**src/rtl/core/rms_pkg.sv**
```systemverilog
// shared types, codes and microcode program of the reverse motion supervisor
package rms_pkg;

    // fixed field widths
    localparam int KIND_W      = 2;
    localparam int STATUS_W    = 2;
    localparam int DIST_W      = 23;
    localparam int SPEED_W     = 16;
    localparam int TIMEOUT_W   = 24;
    localparam int CFG_INDEX_W = 3;
    localparam int CFG_DATA_W  = 24;
    localparam int PC_W        = 4;

    // input kinds
    localparam logic [KIND_W-1:0] KIND_TICK   = 2'd0;
    localparam logic [KIND_W-1:0] KIND_START  = 2'd1;
    localparam logic [KIND_W-1:0] KIND_POSE   = 2'd2;
    localparam logic [KIND_W-1:0] KIND_CANCEL = 2'd3;

    // run status codes
    localparam logic [STATUS_W-1:0] STATUS_IDLE      = 2'd0;
    localparam logic [STATUS_W-1:0] STATUS_RUNNING   = 2'd1;
    localparam logic [STATUS_W-1:0] STATUS_SUCCEEDED = 2'd2;
    localparam logic [STATUS_W-1:0] STATUS_FAILED    = 2'd3;

    // configuration register indexes
    localparam logic [CFG_INDEX_W-1:0] REG_BACKUP_DISTANCE = 3'd0;
    localparam logic [CFG_INDEX_W-1:0] REG_BACKUP_SPEED    = 3'd1;
    localparam logic [CFG_INDEX_W-1:0] REG_TOTAL_TIMEOUT   = 3'd2;
    localparam logic [CFG_INDEX_W-1:0] REG_MIN_PROGRESS    = 3'd3;
    localparam logic [CFG_INDEX_W-1:0] REG_STALL_TIMEOUT   = 3'd4;
    localparam logic [CFG_INDEX_W-1:0] REG_SAFETY_ENABLE   = 3'd5;
    localparam logic [CFG_INDEX_W-1:0] REG_ALLOW_UNSAFE    = 3'd6;

    // configuration reset values
    localparam logic [DIST_W-1:0]           RST_BACKUP_DISTANCE = 23'd300;
    localparam logic signed [SPEED_W-1:0]   RST_BACKUP_SPEED    = -16'sd200;
    localparam logic [TIMEOUT_W-1:0]        RST_TOTAL_TIMEOUT   = 24'd2000;
    localparam logic [DIST_W-1:0]           RST_MIN_PROGRESS    = 23'd20;
    localparam logic [TIMEOUT_W-1:0]        RST_STALL_TIMEOUT   = 24'd1000;

    // datapath and control operations
    typedef enum logic [3:0] {
        OP_NOP,
        OP_DIFF,
        OP_SQ_X,
        OP_SQ_Y,
        OP_SUM,
        OP_ROOT,
        OP_MARK,
        OP_GO,
        OP_REPORT,
        OP_FAIL,
        OP_SUCCEED,
        OP_EMIT
    } op_t;

    // jump conditions
    typedef enum logic [3:0] {
        C_NEVER,
        C_ALWAYS,
        C_NOT_RUNNING,
        C_TOTAL_TO,
        C_ROOT_MORE,
        C_STALL_TO,
        C_DIST_OK,
        C_UNSAFE,
        C_OUT_BUSY
    } cond_t;

    typedef struct packed {
        op_t              op;
        cond_t            cond;
        logic [PC_W-1:0]  target;
    } ucode_t;

    // program steps
    localparam logic [PC_W-1:0] STEP_IDLE    = 4'd0;
    localparam logic [PC_W-1:0] STEP_ENTRY   = 4'd1;
    localparam logic [PC_W-1:0] STEP_TOTAL   = 4'd2;
    localparam logic [PC_W-1:0] STEP_SQ_X    = 4'd3;
    localparam logic [PC_W-1:0] STEP_SQ_Y    = 4'd4;
    localparam logic [PC_W-1:0] STEP_SUM     = 4'd5;
    localparam logic [PC_W-1:0] STEP_ROOT    = 4'd6;
    localparam logic [PC_W-1:0] STEP_MARK    = 4'd7;
    localparam logic [PC_W-1:0] STEP_STALL   = 4'd8;
    localparam logic [PC_W-1:0] STEP_DIST    = 4'd9;
    localparam logic [PC_W-1:0] STEP_SAFE    = 4'd10;
    localparam logic [PC_W-1:0] STEP_GO      = 4'd11;
    localparam logic [PC_W-1:0] STEP_REPORT  = 4'd12;
    localparam logic [PC_W-1:0] STEP_FAIL    = 4'd13;
    localparam logic [PC_W-1:0] STEP_SUCCEED = 4'd14;
    localparam logic [PC_W-1:0] STEP_EMIT    = 4'd15;

    // control store: a taken condition jumps to target, otherwise pc advances
    function automatic ucode_t ucode_rom(input logic [PC_W-1:0] pc);
        ucode_t w;
        unique case (pc)
            STEP_IDLE:    w = '{OP_NOP,     C_ALWAYS,      STEP_IDLE};
            STEP_ENTRY:   w = '{OP_DIFF,    C_NOT_RUNNING, STEP_REPORT};
            STEP_TOTAL:   w = '{OP_NOP,     C_TOTAL_TO,    STEP_FAIL};
            STEP_SQ_X:    w = '{OP_SQ_X,    C_NEVER,       STEP_IDLE};
            STEP_SQ_Y:    w = '{OP_SQ_Y,    C_NEVER,       STEP_IDLE};
            STEP_SUM:     w = '{OP_SUM,     C_NEVER,       STEP_IDLE};
            STEP_ROOT:    w = '{OP_ROOT,    C_ROOT_MORE,   STEP_ROOT};
            STEP_MARK:    w = '{OP_MARK,    C_NEVER,       STEP_IDLE};
            STEP_STALL:   w = '{OP_NOP,     C_STALL_TO,    STEP_FAIL};
            STEP_DIST:    w = '{OP_NOP,     C_DIST_OK,     STEP_SUCCEED};
            STEP_SAFE:    w = '{OP_NOP,     C_UNSAFE,      STEP_FAIL};
            STEP_GO:      w = '{OP_GO,      C_ALWAYS,      STEP_EMIT};
            STEP_REPORT:  w = '{OP_REPORT,  C_ALWAYS,      STEP_EMIT};
            STEP_FAIL:    w = '{OP_FAIL,    C_ALWAYS,      STEP_EMIT};
            STEP_SUCCEED: w = '{OP_SUCCEED, C_NEVER,       STEP_IDLE};
            STEP_EMIT:    w = '{OP_EMIT,    C_OUT_BUSY,    STEP_EMIT};
        endcase
        return w;
    endfunction

endpackage

```
**src/rtl/core/rms_datapath.sv**
```systemverilog
// travel datapath: absolute differences, squares, sum and a bit-pair square root
module rms_datapath
    import rms_pkg::*;
#(
    parameter int POS_WIDTH = 24
)
(
    input  logic                        clk,
    input  op_t                         op,
    input  logic signed [POS_WIDTH-1:0] pos_x,
    input  logic signed [POS_WIDTH-1:0] pos_y,
    input  logic signed [POS_WIDTH-1:0] org_x,
    input  logic signed [POS_WIDTH-1:0] org_y,
    output logic                        root_more,
    output logic [POS_WIDTH:0]          travel
);

    localparam int RW  = POS_WIDTH + 1;
    localparam int SW  = 2 * POS_WIDTH + 2;
    localparam int RMW = RW + 2;
    localparam int IW  = $clog2(RW);

    logic [POS_WIDTH-1:0]   dx_reg, dx_next;
    logic [POS_WIDTH-1:0]   dy_reg, dy_next;
    logic [2*POS_WIDTH-1:0] prod_reg, prod_next;
    logic [SW-1:0]          rad_reg, rad_next;
    logic [RMW-1:0]         rem_reg, rem_next;
    logic [RW-1:0]          root_reg, root_next;
    logic [IW-1:0]          iter_reg, iter_next;

    logic [POS_WIDTH:0]     diff_x, diff_y;
    logic [POS_WIDTH:0]     abs_x, abs_y;
    logic [RMW-1:0]         rem_shift, trial;
    logic                   take;

    always_comb
    begin
        diff_x = {pos_x[POS_WIDTH-1], pos_x} - {org_x[POS_WIDTH-1], org_x};
        diff_y = {pos_y[POS_WIDTH-1], pos_y} - {org_y[POS_WIDTH-1], org_y};
        abs_x  = diff_x[POS_WIDTH] ? -diff_x : diff_x;
        abs_y  = diff_y[POS_WIDTH] ? -diff_y : diff_y;

        // one result bit per step
        rem_shift = {rem_reg[RMW-3:0], rad_reg[SW-1:SW-2]};
        trial     = {root_reg, 2'b01};
        take      = rem_shift >= trial;

        dx_next   = dx_reg;
        dy_next   = dy_reg;
        prod_next = prod_reg;
        rad_next  = rad_reg;
        rem_next  = rem_reg;
        root_next = root_reg;
        iter_next = iter_reg;

        unique case (op)
            OP_DIFF:
            begin
                dx_next = abs_x[POS_WIDTH-1:0];
                dy_next = abs_y[POS_WIDTH-1:0];
            end
            OP_SQ_X:
            begin
                prod_next = dx_reg * dx_reg;
            end
            OP_SQ_Y:
            begin
                rad_next  = SW'(prod_reg);
                prod_next = dy_reg * dy_reg;
            end
            OP_SUM:
            begin
                rad_next  = rad_reg + SW'(prod_reg);
                rem_next  = '0;
                root_next = '0;
                iter_next = IW'(RW - 1);
            end
            OP_ROOT:
            begin
                rem_next  = take ? (rem_shift - trial) : rem_shift;
                root_next = {root_reg[RW-2:0], take};
                rad_next  = {rad_reg[SW-3:0], 2'b00};
                iter_next = iter_reg - 1'b1;
            end
            default:
            begin
            end
        endcase
    end

    always_ff @(posedge clk)
    begin
        dx_reg   <= dx_next;
        dy_reg   <= dy_next;
        prod_reg <= prod_next;
        rad_reg  <= rad_next;
        rem_reg  <= rem_next;
        root_reg <= root_next;
        iter_reg <= iter_next;
    end

    assign root_more = iter_reg != '0;
    assign travel    = root_reg;

endmodule

```
**src/rtl/core/reverse_motion_supervisor_core.sv**
```systemverilog
// top level of the reverse motion supervisor: sequencer, run state, config and result register
//
//   channel | direction | handshake             | payload
//   --------+-----------+-----------------------+-----------------------------------
//   in      | request   | in_valid / in_stall   | kind, pos_x, pos_y, safe_ok
//   out     | result    | out_valid / out_stall | status, drive_speed, drive_valid
//   cfg     | write     | cfg_valid / cfg_ready | cfg_index, cfg_data
//
// tick and start requests finish in the cycle they are taken; a cancel goes to the emit step.
// a pose update runs the microcode program; its square root yields one bit per cycle.
// early exits (not running, total timeout) skip the travel computation.
// reset clears run state, counters and the output valid flag and loads config defaults.
// in_stall is high while the program runs; the result waits in the output register
// and the program holds in its last step while out_stall keeps that register full.
module reverse_motion_supervisor_core
    import rms_pkg::*;
#(
    parameter int POS_WIDTH  = 24,
    parameter int TICK_WIDTH = 24
)
(
    input  logic                         clk,
    input  logic                         rst_n,

    // request channel
    input  logic                         in_valid,
    output logic                         in_stall,
    input  logic [KIND_W-1:0]            kind,
    input  logic signed [POS_WIDTH-1:0]  pos_x,
    input  logic signed [POS_WIDTH-1:0]  pos_y,
    input  logic                         safe_ok,

    // result channel
    output logic                         out_valid,
    input  logic                         out_stall,
    output logic [STATUS_W-1:0]          status,
    output logic signed [SPEED_W-1:0]    drive_speed,
    output logic                         drive_valid,

    // configuration write channel
    input  logic                         cfg_valid,
    output logic                         cfg_ready,
    input  logic [CFG_INDEX_W-1:0]       cfg_index,
    input  logic [CFG_DATA_W-1:0]        cfg_data
);

    localparam int RW  = POS_WIDTH + 1;                          // travel width
    localparam int DW  = (RW > DIST_W) ? RW : DIST_W;            // distance compare width
    localparam int MW  = DW + 1;                                 // mark plus step width
    localparam int TCW = (TICK_WIDTH > TIMEOUT_W) ? TICK_WIDTH : TIMEOUT_W;

    // configuration
    logic [DIST_W-1:0]          backup_distance_reg;
    logic signed [SPEED_W-1:0]  backup_speed_reg;
    logic [TIMEOUT_W-1:0]       total_timeout_reg;
    logic [DIST_W-1:0]          min_progress_reg;
    logic [TIMEOUT_W-1:0]       stall_timeout_reg;
    logic                       safety_enable_reg;
    logic                       allow_unsafe_reg;

    // run state
    logic [PC_W-1:0]            pc_reg, pc_next;
    logic [STATUS_W-1:0]        run_status_reg, run_status_next;
    logic signed [POS_WIDTH-1:0] origin_x_reg, origin_x_next;
    logic signed [POS_WIDTH-1:0] origin_y_reg, origin_y_next;
    logic [RW-1:0]              mark_reg, mark_next;
    logic [TICK_WIDTH-1:0]      elapsed_reg, elapsed_next;
    logic [TICK_WIDTH-1:0]      stall_ticks_reg, stall_ticks_next;

    // latched request payload
    logic signed [POS_WIDTH-1:0] pos_x_reg, pos_x_next;
    logic signed [POS_WIDTH-1:0] pos_y_reg, pos_y_next;
    logic                       safe_reg, safe_next;

    // pending result
    logic [STATUS_W-1:0]        res_status_reg, res_status_next;
    logic signed [SPEED_W-1:0]  res_speed_reg, res_speed_next;
    logic                       res_dvalid_reg, res_dvalid_next;

    // output register
    logic                       out_valid_reg, out_valid_next;
    logic [STATUS_W-1:0]        out_status_reg, out_status_next;
    logic signed [SPEED_W-1:0]  out_speed_reg, out_speed_next;
    logic                       out_dvalid_reg, out_dvalid_next;

    ucode_t                     uw;
    logic                       in_accept;
    logic                       out_busy;
    logic                       cond_hit;
    logic                       running;
    logic                       total_to, stall_to, dist_ok, mark_ok, unsafe;
    logic                       root_more;
    logic [RW-1:0]              travel;
    op_t                        dp_op;

    rms_datapath #(
        .POS_WIDTH (POS_WIDTH)
    ) u_datapath (
        .clk       (clk),
        .op        (dp_op),
        .pos_x     (pos_x_reg),
        .pos_y     (pos_y_reg),
        .org_x     (origin_x_reg),
        .org_y     (origin_y_reg),
        .root_more (root_more),
        .travel    (travel)
    );

    assign uw        = ucode_rom(pc_reg);
    assign dp_op     = uw.op;
    assign in_stall  = pc_reg != STEP_IDLE;
    assign in_accept = in_valid && !in_stall;
    assign out_busy  = out_valid_reg && out_stall;
    assign cfg_ready = 1'b1;
    assign running   = run_status_reg == STATUS_RUNNING;

    // checks, judged by the program in the order total, mark, stall, distance, safety
    assign total_to = (total_timeout_reg != '0)
                   && (TCW'(elapsed_reg) > TCW'(total_timeout_reg));
    assign stall_to = (stall_timeout_reg != '0)
                   && (TCW'(stall_ticks_reg) > TCW'(stall_timeout_reg));
    assign mark_ok  = (min_progress_reg != '0)
                   && (MW'(travel) >= (MW'(mark_reg) + MW'(min_progress_reg)));
    assign dist_ok  = DW'(travel) >= DW'(backup_distance_reg);
    assign unsafe   = safety_enable_reg && !allow_unsafe_reg && !safe_reg;

    always_comb
    begin
        unique case (uw.cond)
            C_NEVER:       cond_hit = 1'b0;
            C_ALWAYS:      cond_hit = 1'b1;
            C_NOT_RUNNING: cond_hit = !running;
            C_TOTAL_TO:    cond_hit = total_to;
            C_ROOT_MORE:   cond_hit = root_more;
            C_STALL_TO:    cond_hit = stall_to;
            C_DIST_OK:     cond_hit = dist_ok;
            C_UNSAFE:      cond_hit = unsafe;
            C_OUT_BUSY:    cond_hit = out_busy;
            default:       cond_hit = 1'b0;
        endcase
    end

    always_comb
    begin
        pc_next          = cond_hit ? uw.target : pc_reg + 1'b1;
        run_status_next  = run_status_reg;
        origin_x_next    = origin_x_reg;
        origin_y_next    = origin_y_reg;
        mark_next        = mark_reg;
        elapsed_next     = elapsed_reg;
        stall_ticks_next = stall_ticks_reg;
        pos_x_next       = pos_x_reg;
        pos_y_next       = pos_y_reg;
        safe_next        = safe_reg;
        res_status_next  = res_status_reg;
        res_speed_next   = res_speed_reg;
        res_dvalid_next  = res_dvalid_reg;
        out_status_next  = out_status_reg;
        out_speed_next   = out_speed_reg;
        out_dvalid_next  = out_dvalid_reg;
        out_valid_next   = out_valid_reg && out_stall;

        // request dispatch, only taken while the program sits in its idle step
        if (in_accept)
        begin
            unique case (kind)
                KIND_TICK:
                begin
                    if (running)
                    begin
                        if (elapsed_reg != '1)
                            elapsed_next = elapsed_reg + 1'b1;
                        if (stall_ticks_reg != '1)
                            stall_ticks_next = stall_ticks_reg + 1'b1;
                    end
                end
                KIND_START:
                begin
                    origin_x_next    = pos_x;
                    origin_y_next    = pos_y;
                    mark_next        = '0;
                    elapsed_next     = '0;
                    stall_ticks_next = '0;
                    run_status_next  = STATUS_RUNNING;
                end
                KIND_POSE:
                begin
                    pos_x_next = pos_x;
                    pos_y_next = pos_y;
                    safe_next  = safe_ok;
                    pc_next    = STEP_ENTRY;
                end
                KIND_CANCEL:
                begin
                    run_status_next = STATUS_IDLE;
                    res_status_next = STATUS_IDLE;
                    res_speed_next  = '0;
                    res_dvalid_next = 1'b1;
                    pc_next         = STEP_EMIT;
                end
            endcase
        end

        unique case (uw.op)
            OP_MARK:
            begin
                // progress renews the mark and restarts the stall count
                if (mark_ok)
                begin
                    mark_next        = travel;
                    stall_ticks_next = '0;
                end
            end
            OP_GO:
            begin
                res_status_next = run_status_reg;
                res_speed_next  = backup_speed_reg;
                res_dvalid_next = 1'b1;
            end
            OP_REPORT:
            begin
                res_status_next = run_status_reg;
                res_speed_next  = '0;
                res_dvalid_next = 1'b0;
            end
            OP_FAIL:
            begin
                run_status_next = STATUS_FAILED;
                res_status_next = STATUS_FAILED;
                res_speed_next  = '0;
                res_dvalid_next = 1'b1;
            end
            OP_SUCCEED:
            begin
                run_status_next = STATUS_SUCCEEDED;
                res_status_next = STATUS_SUCCEEDED;
                res_speed_next  = '0;
                res_dvalid_next = 1'b1;
            end
            OP_EMIT:
            begin
                // load once the output register is free or being taken
                if (!out_busy)
                begin
                    out_valid_next  = 1'b1;
                    out_status_next = res_status_reg;
                    out_speed_next  = res_speed_reg;
                    out_dvalid_next = res_dvalid_reg;
                end
            end
            default:
            begin
            end
        endcase
    end

    // configuration writes; indexes past the list are dropped
    always_ff @(posedge clk or negedge rst_n)
    begin
        if (!rst_n)
        begin
            backup_distance_reg <= RST_BACKUP_DISTANCE;
            backup_speed_reg    <= RST_BACKUP_SPEED;
            total_timeout_reg   <= RST_TOTAL_TIMEOUT;
            min_progress_reg    <= RST_MIN_PROGRESS;
            stall_timeout_reg   <= RST_STALL_TIMEOUT;
            safety_enable_reg   <= 1'b1;
            allow_unsafe_reg    <= 1'b0;
        end
        else if (cfg_valid && cfg_ready)
        begin
            unique case (cfg_index)
                REG_BACKUP_DISTANCE: backup_distance_reg <= cfg_data[DIST_W-1:0];
                REG_BACKUP_SPEED:    backup_speed_reg    <= cfg_data[SPEED_W-1:0];
                REG_TOTAL_TIMEOUT:   total_timeout_reg   <= cfg_data[TIMEOUT_W-1:0];
                REG_MIN_PROGRESS:    min_progress_reg    <= cfg_data[DIST_W-1:0];
                REG_STALL_TIMEOUT:   stall_timeout_reg   <= cfg_data[TIMEOUT_W-1:0];
                REG_SAFETY_ENABLE:   safety_enable_reg   <= cfg_data[0];
                REG_ALLOW_UNSAFE:    allow_unsafe_reg    <= cfg_data[0];
                default:
                begin
                end
            endcase
        end
    end

    // control and run state
    always_ff @(posedge clk or negedge rst_n)
    begin
        if (!rst_n)
        begin
            pc_reg          <= STEP_IDLE;
            run_status_reg  <= STATUS_IDLE;
            origin_x_reg    <= '0;
            origin_y_reg    <= '0;
            mark_reg        <= '0;
            elapsed_reg     <= '0;
            stall_ticks_reg <= '0;
            out_valid_reg   <= 1'b0;
        end
        else
        begin
            pc_reg          <= pc_next;
            run_status_reg  <= run_status_next;
            origin_x_reg    <= origin_x_next;
            origin_y_reg    <= origin_y_next;
            mark_reg        <= mark_next;
            elapsed_reg     <= elapsed_next;
            stall_ticks_reg <= stall_ticks_next;
            out_valid_reg   <= out_valid_next;
        end
    end

    // payload registers
    always_ff @(posedge clk)
    begin
        pos_x_reg      <= pos_x_next;
        pos_y_reg      <= pos_y_next;
        safe_reg       <= safe_next;
        res_status_reg <= res_status_next;
        res_speed_reg  <= res_speed_next;
        res_dvalid_reg <= res_dvalid_next;
        out_status_reg <= out_status_next;
        out_speed_reg  <= out_speed_next;
        out_dvalid_reg <= out_dvalid_next;
    end

    assign out_valid   = out_valid_reg;
    assign status      = out_status_reg;
    assign drive_speed = out_speed_reg;
    assign drive_valid = out_dvalid_reg;

    // a new result only appears from the emit step
    a_emit_source: assert property (@(posedge clk) disable iff (!rst_n)
        $rose(out_valid_reg) |-> $past(pc_reg == STEP_EMIT))
        else $error("result register loaded outside the emit step");

    // the stall count is cleared at least as often as the run count
    a_stall_le_elapsed: assert property (@(posedge clk) disable iff (!rst_n)
        stall_ticks_reg <= elapsed_reg)
        else $error("stall count exceeds elapsed count");

    // cancel always leaves the run idle
    a_cancel_idle: assert property (@(posedge clk) disable iff (!rst_n)
        in_accept && (kind == KIND_CANCEL) |=> run_status_reg == STATUS_IDLE)
        else $error("cancel did not return to idle");

    // the program leaves its idle step only on an accepted request
    a_idle_holds: assert property (@(posedge clk) disable iff (!rst_n)
        (pc_reg == STEP_IDLE) && !in_accept |=> pc_reg == STEP_IDLE)
        else $error("program started without a request");

    // a stop or a pure report never carries a speed
    a_stop_no_speed: assert property (@(posedge clk) disable iff (!rst_n)
        out_valid_reg && (out_status_reg != STATUS_RUNNING) |-> out_speed_reg == '0)
        else $error("nonzero speed with a stop result");

endmodule
```
**config.mk**
```make
export PLATFORM = sky130hd
export DESIGN_NAME = reverse_motion_supervisor_core
export DESIGN_NICKNAME = d
export VERILOG_FILES = /design/src/rtl/core/rms_pkg.sv /design/src/rtl/core/rms_datapath.sv /design/src/rtl/core/reverse_motion_supervisor_core.sv
export SDC_FILE = /design/constraint.sdc
export NUM_CORES = 2
export LEC_CHECK = 0
export BUFFER_PORTS_ARGS = -buffer_cell sky130_fd_sc_hd__buf_2
export CAP_MARGIN = 5
export CORE_AREA = 2 2 310 388
export DETAILED_ROUTE_END_ITERATION = 8
export DIE_AREA = 0 0 312 390
export PLACE_DENSITY_LB_ADDON = 0.08
export SKIP_LAST_GASP = 1
export SYNTH_ARGS = -nofsm -noshare
export SYNTH_HDL_FRONTEND = slang
export SYNTH_SLANG_ARGS = --single-unit
```
**constraint.sdc**
```tcl
create_clock -name clk -period 9 [get_ports clk]
set_input_delay 2.25 -clock clk [delete_from_list [all_inputs] [get_ports clk]]
set_output_delay 2.25 -clock clk [all_outputs]
set_load 0.01 [all_outputs]
```
=== Word level (Yosys, flattened, before mapping) ===
Memories as Yosys holds them, arrays and structs flattened.
Cells that the tools add are included.
Widths: inputs -> output; s select.

* Bits in registers: 528
* ROM bits: 192
* Input bits: 83
* Output and inout bits: 22
* Word-level logic and storage cells: 170
* Memories: 1

* $add $sub $neg: 11
* Multipliers: 2
* Order comparisons: 5
* Equality and inequality tests: 33
* Muxes and demuxes: 38
* Bitwise gates (word level): 1
* Reduce and logical (&&, ||, !) cells: 48

{| class="wikitable"
|+ Memory list
! memory !! words !! width !! read ports !! clocked after memory_dff !! write ports !! RTL line !! RTL
|-
| (no name shown) || 16 || 12 || 1 || 0 || 0 || rms_pkg.sv:98 || <nowiki>unique case (pc)</nowiki>
|}

{| class="wikitable"
|+ Operator list
! kind !! count
|-
| $mux 24 || 9
|-
| $pmux 50 s3 || 1
|-
| $mux 25 || 5
|-
| $pmux 25 s2 || 2
|-
| $mul 24x24->48 || 2
|-
| $pmux 24 s2 || 2
|-
| $pmux 48 s2 || 1
|-
| $add 50x48->50 || 1
|-
| $sub 24x24->25 || 2
|-
| $add 24x1->24 const B || 2
|-
| $gt 24x24->1 || 2
|-
| $ne 24x24->1 const B || 2
|-
| $neg 24->24 || 2
|-
| $reduce_bool 24->1 || 2
|-
| $eq 4x3->1 const B || 8
|-
| $mux 16 || 2
|-
| $pmux 16 s2 || 1
|-
| $reduce_and 2->1 || 14
|-
| $ge 27x27->1 || 1
|-
| $add 25x23->26 || 1
|-
| $ge 25x26->1 || 1
|-
| $ge 25x23->1 || 1
|-
| $sub 25x25->25 || 1
|-
| $reduce_bool 23->1 || 1
|-
| 32 further kinds || 72
|}

=== Longest topological paths before layout ===
* Depth after elaboration: 7
* Gate-level depth with buffers: 28
* Mapped depth without buffers: 27

=== Hierarchy ===
From an unflattened synthesis, not the netlist that was laid out.

* Cell total of the unflattened synthesis: 6,899
* Area, all modules: 64,911.0 µm²

{| class="wikitable"
|+ By module, submodules not included
! module !! times used !! cells each !! area each (µm²) !! seq. area each (µm²)
|-
| rms_datapath || 1 || 5,375 || 48,142.4 || 6,005.8
|-
| reverse_motion_supervisor_core || 1 || 1,524 || 16,768.6 || 8,655.8
|}

=== Worst setup path after synthesis ===
Ideal clock, no wire load.

* Kind: register -> register
* Start: reg u_datapath.dy_reg[10]
* End: reg u_datapath.prod_reg[46], data pin
* Library setup time: 0.271 ns
* Data arrival time: 6.968 ns
* Data required time: 8.729 ns
* Setup slack: 1.761 ns
* Cell stages (with the launch flop): 29
* Buffers on the path: 2
* Clock period less this slack: 7.239 ns
* Path through: edfxtp_1 > clkbuf_1 > clkbuf_1 > nand2_1 > fa_1 > inv_1 > fa_1 > inv_1 > fa_1 > inv_1 > fa_1 > inv_1 > fa_1 > inv_1 > fa_1 > inv_1 > fa_1 > inv_1 > ha_1 > nand4_1 > or3_1 > o211ai_1 > o21ai_0 > a21oi_1 > a41oi_1 > a21o_1 > o21ai_0 > xnor2_1 > mux2i_1

* Cells in the longest elaborated chain, start to end: 2

{| class="wikitable"
|+ RTL lines
! what !! RTL line !! RTL
|-
| from (decl) || rms_datapath.sv:24 || <nowiki>logic [POS_WIDTH-1:0] dy_reg, dy_next;</nowiki>
|-
| from (signal assigned) || rms_datapath.sv:94 || <nowiki>dy_reg <= dy_next;</nowiki>
|-
| $mul 24x24->48 || rms_datapath.sv:69 || <nowiki>prod_next = dy_reg * dy_reg;</nowiki>
|-
| $pmux 48 s2 || rms_datapath.sv:56 || <nowiki>unique case (op)</nowiki>
|-
| named net u_datapath.prod_next[46] || rms_datapath.sv:25 || <nowiki>logic [2*POS_WIDTH-1:0] prod_reg, prod_next;</nowiki>
|-
| to (signal assigned) || rms_datapath.sv:95 || <nowiki>prod_reg <= prod_next;</nowiki>
|-
| to (decl) || rms_datapath.sv:25 ||
|}

The timed path passes the listed nets, and every way through them passes these cells.
A chain may end at the register's enable or synchronous reset.

=== Worst setup path in the final report ===
* Start: reg u_datapath.dy_reg[3]
* End: reg u_datapath.prod_reg[42], data pin

Same word-level chain as after synthesis.

==> out/results.txt <==
Post_cts resized: 0
Worst hold path depth: 0
Crit path max-delay family: adder cells
Longest Clk Path Bufs: 3
Period utilization: 92.1%
Mapped Cells: 6909
RSZ-0062 raised after global routing: no
Post-route ant nets: 0
DRC Markers: 0
Most common cell in the synthesized netlist: inv_1
Setup crit end kind: flip-flop
CTS Buf Count: 61
Syn Area/Cell: 9.32 µm²
H-tree depth: 2
GRT Total Usage: 28.4%
R2R Setup Slk: 0.72 ns
DR vias: 47100
Row count: 141
Number of DRC markers in iteration 0: 2796
DR vias/cell: 5.51
Synth warn: 0
Outcome: finished, final reports clean
Worst hold path type: flip-flop to flip-flop
Pins Over Slew Limit: 0
Register bit total from synthesis: 527
Fin worst setup slack: 0.715 ns
Sequential-to-total area share from yosys stat: 22.8%
IO Port Bufs: 103
R2R cell count: 27
Crit Path Max Fanout: 25
Vias in the first global route: 49700
Dpl hpwl: 137000 µm
Initial antenna violation count: 12
Reg2reg end: u_datapath.prod_reg[42]
Setup crit start kind: flip-flop
CTS root buffer: clkbuf_16
# nets final: 8457
WS Path Type: flip-flop to flip-flop
Crit path required time: 9.37 ns
Achievable Freq: 121 MHz
WL final: 169000 µm
Gpl congestion: 0.948
CP peak stage delay: 1.09 ns
Hold wc startpoint: res_speed_reg[14]
Post-Place Setup Slack: 0.869 ns
Initial Util: 54.7%
First-pass GRT wire length: 271000 µm
Final Hold Vio Count: 0
Routed length per instance: 19.8 µm
Die X: 312 µm
CTS Sinks: 527
Tmin final: 8.28 ns
Syn_nets: 8449
CTS tree: yes
Bufs and invs on worst path: 8
Setup_tns: 0 ns
Worst-Skew Late Latency: 0.71 ns
Placed cell areas: 66700 µm²
Hold EP: drive_speed[14]
Largest net degree at the start of global routing: 161
CTS Hold Bufs: 0
Crit Reg-Reg Startpoint: u_datapath.dy_reg[3]
Post-CTS setup repair buffer count: 0
Die H: 390 µm
Final setup viols: 0
Drt first pass iters: 6
Grt ovf: 0
Relative slew slack: 24.6%
Synth-to-layout area growth: 6.68%
Area leader, netlist: fa_1
Max reg flops: 50
Post-Syn Area: 64400 µm²
Synth top cells by count: inv_1 (1434), fa_1 (851), nand2_1 (713)
Critical Path AT: 8.65 ns
Number of library cell types mapped by synthesis: 95
Worst Tran Pin Value: 1.13 ns
Fin area: 68700 µm²
Main flop type after synthesis: edfxtp_1
Max_cap viols: 0
Share of post-route cells with drive strength above 1: 5.87%
IO Pins: 105
Clock-pin slew on the worst setup and hold paths: 0.07 ns
Die area: 122000 µm²
Core footprint: 118000 µm²
Slowest-stage cell, CP: edfxtp_1
Layout Utilization: 58.3%
Post-synth EDFFs: 287
Post-route clock skew: 0.0843 ns
Synth area leaders: fa_1 (26%), edfxtp_1 (13%), ha_1 (12%), inv_1 (8.4%), dfrtp_1 (8.2%)
Fill cells: 10600
Top cell type's share of synthesized area: 26.4%
Async SR Flop Fraction: 45.5%
==> layout make-up <==
class,instances,area [µm²],area share (%)
repair buffers,181,1120,1.64
flip-flops and latches,527,14700,21.3
clock buffers,80,1660,2.41
diodes,3,7.51,0.0109
multi-input cells,4711,43500,63.4
inverters,1435,5390,7.84
clock inverters,36,372,0.541
well taps,1573,1970,2.86
==> through the flow <==
step,hold slack [ns],cells
2_1_floorplan,0.400,6909
3_3_place_gp,0.401,8427
3_5_place_dp,0.405,8427
4_1_cts,0.420,8543
5_1_grt,0.427,8545
6_report,0.419,8546
==> routing by layer <==
layer	wire length (µm)	GRT usage [%]	vias up
li1	-	-	22200
met1	66500	34.4	23500
met2	87000	51.5	1094
met3	7220	2.95	323
met4	8440	12.1	2
met5	13	0	-
==> worst max path at each step <==
stage	startpoint	to	slack [ns]	cells past startpoint
6_report	u_datapath.dy_reg[3]	u_datapath.prod_reg[42]	0.72	27
5_1_grt	u_datapath.dy_reg[3]	u_datapath.prod_reg[46]	0.20	27
4_1_cts	u_datapath.dy_reg[3]	u_datapath.prod_reg[42]	0.75	27
3_5_place_dp	u_datapath.dy_reg[3]	u_datapath.prod_reg[46]	0.87	27
3_3_place_gp	u_datapath.dy_reg[3]	u_datapath.prod_reg[46]	1.0	27
2_1_floorplan	u_datapath.dy_reg[10]	u_datapath.prod_reg[46]	1.76	28
==> cells in the final DEF, fill, tap and decap left out, drive strengths merged, types with 181 or more instances in the layout <==
master / count
inv: 1435
fa: 851
nor2: 290
nand2: 713
buf: 181
ha: 606
and2: 255
a21oi: 338
edfxtp: 287
o21ai: 343
dfrtp: 210
==> logic make-up after synthesis <==
family,count (synthesis),synth area share [%]
and+or+nand+nor,1721,12.8
DFF,527,22.8
xor gates and xnor gates,305,4.15
buffers and inverters,1671,9.77
adders and majority gates,1457,38.2
other,1,0.00582
AOI/OAI and AO/OA,1135,10.8
muxes,92,1.53
==> worst reg2reg max path: cells and delay by family, from the launching register on <==
family | cells | cell delay [ns]
mux | 1 | 0.10
xor+xnor | 1 | 0.17
fa+ha+maj | 8 | 3.85
buf+inv | 8 | 0.60
flops | 1 | 1.09
compound gates | 6 | 1.38
simple gates | 3 | 0.77
Power is not shown: default switching activity piles up to over one toggle a cycle in this logic, so the estimate is an artifact.
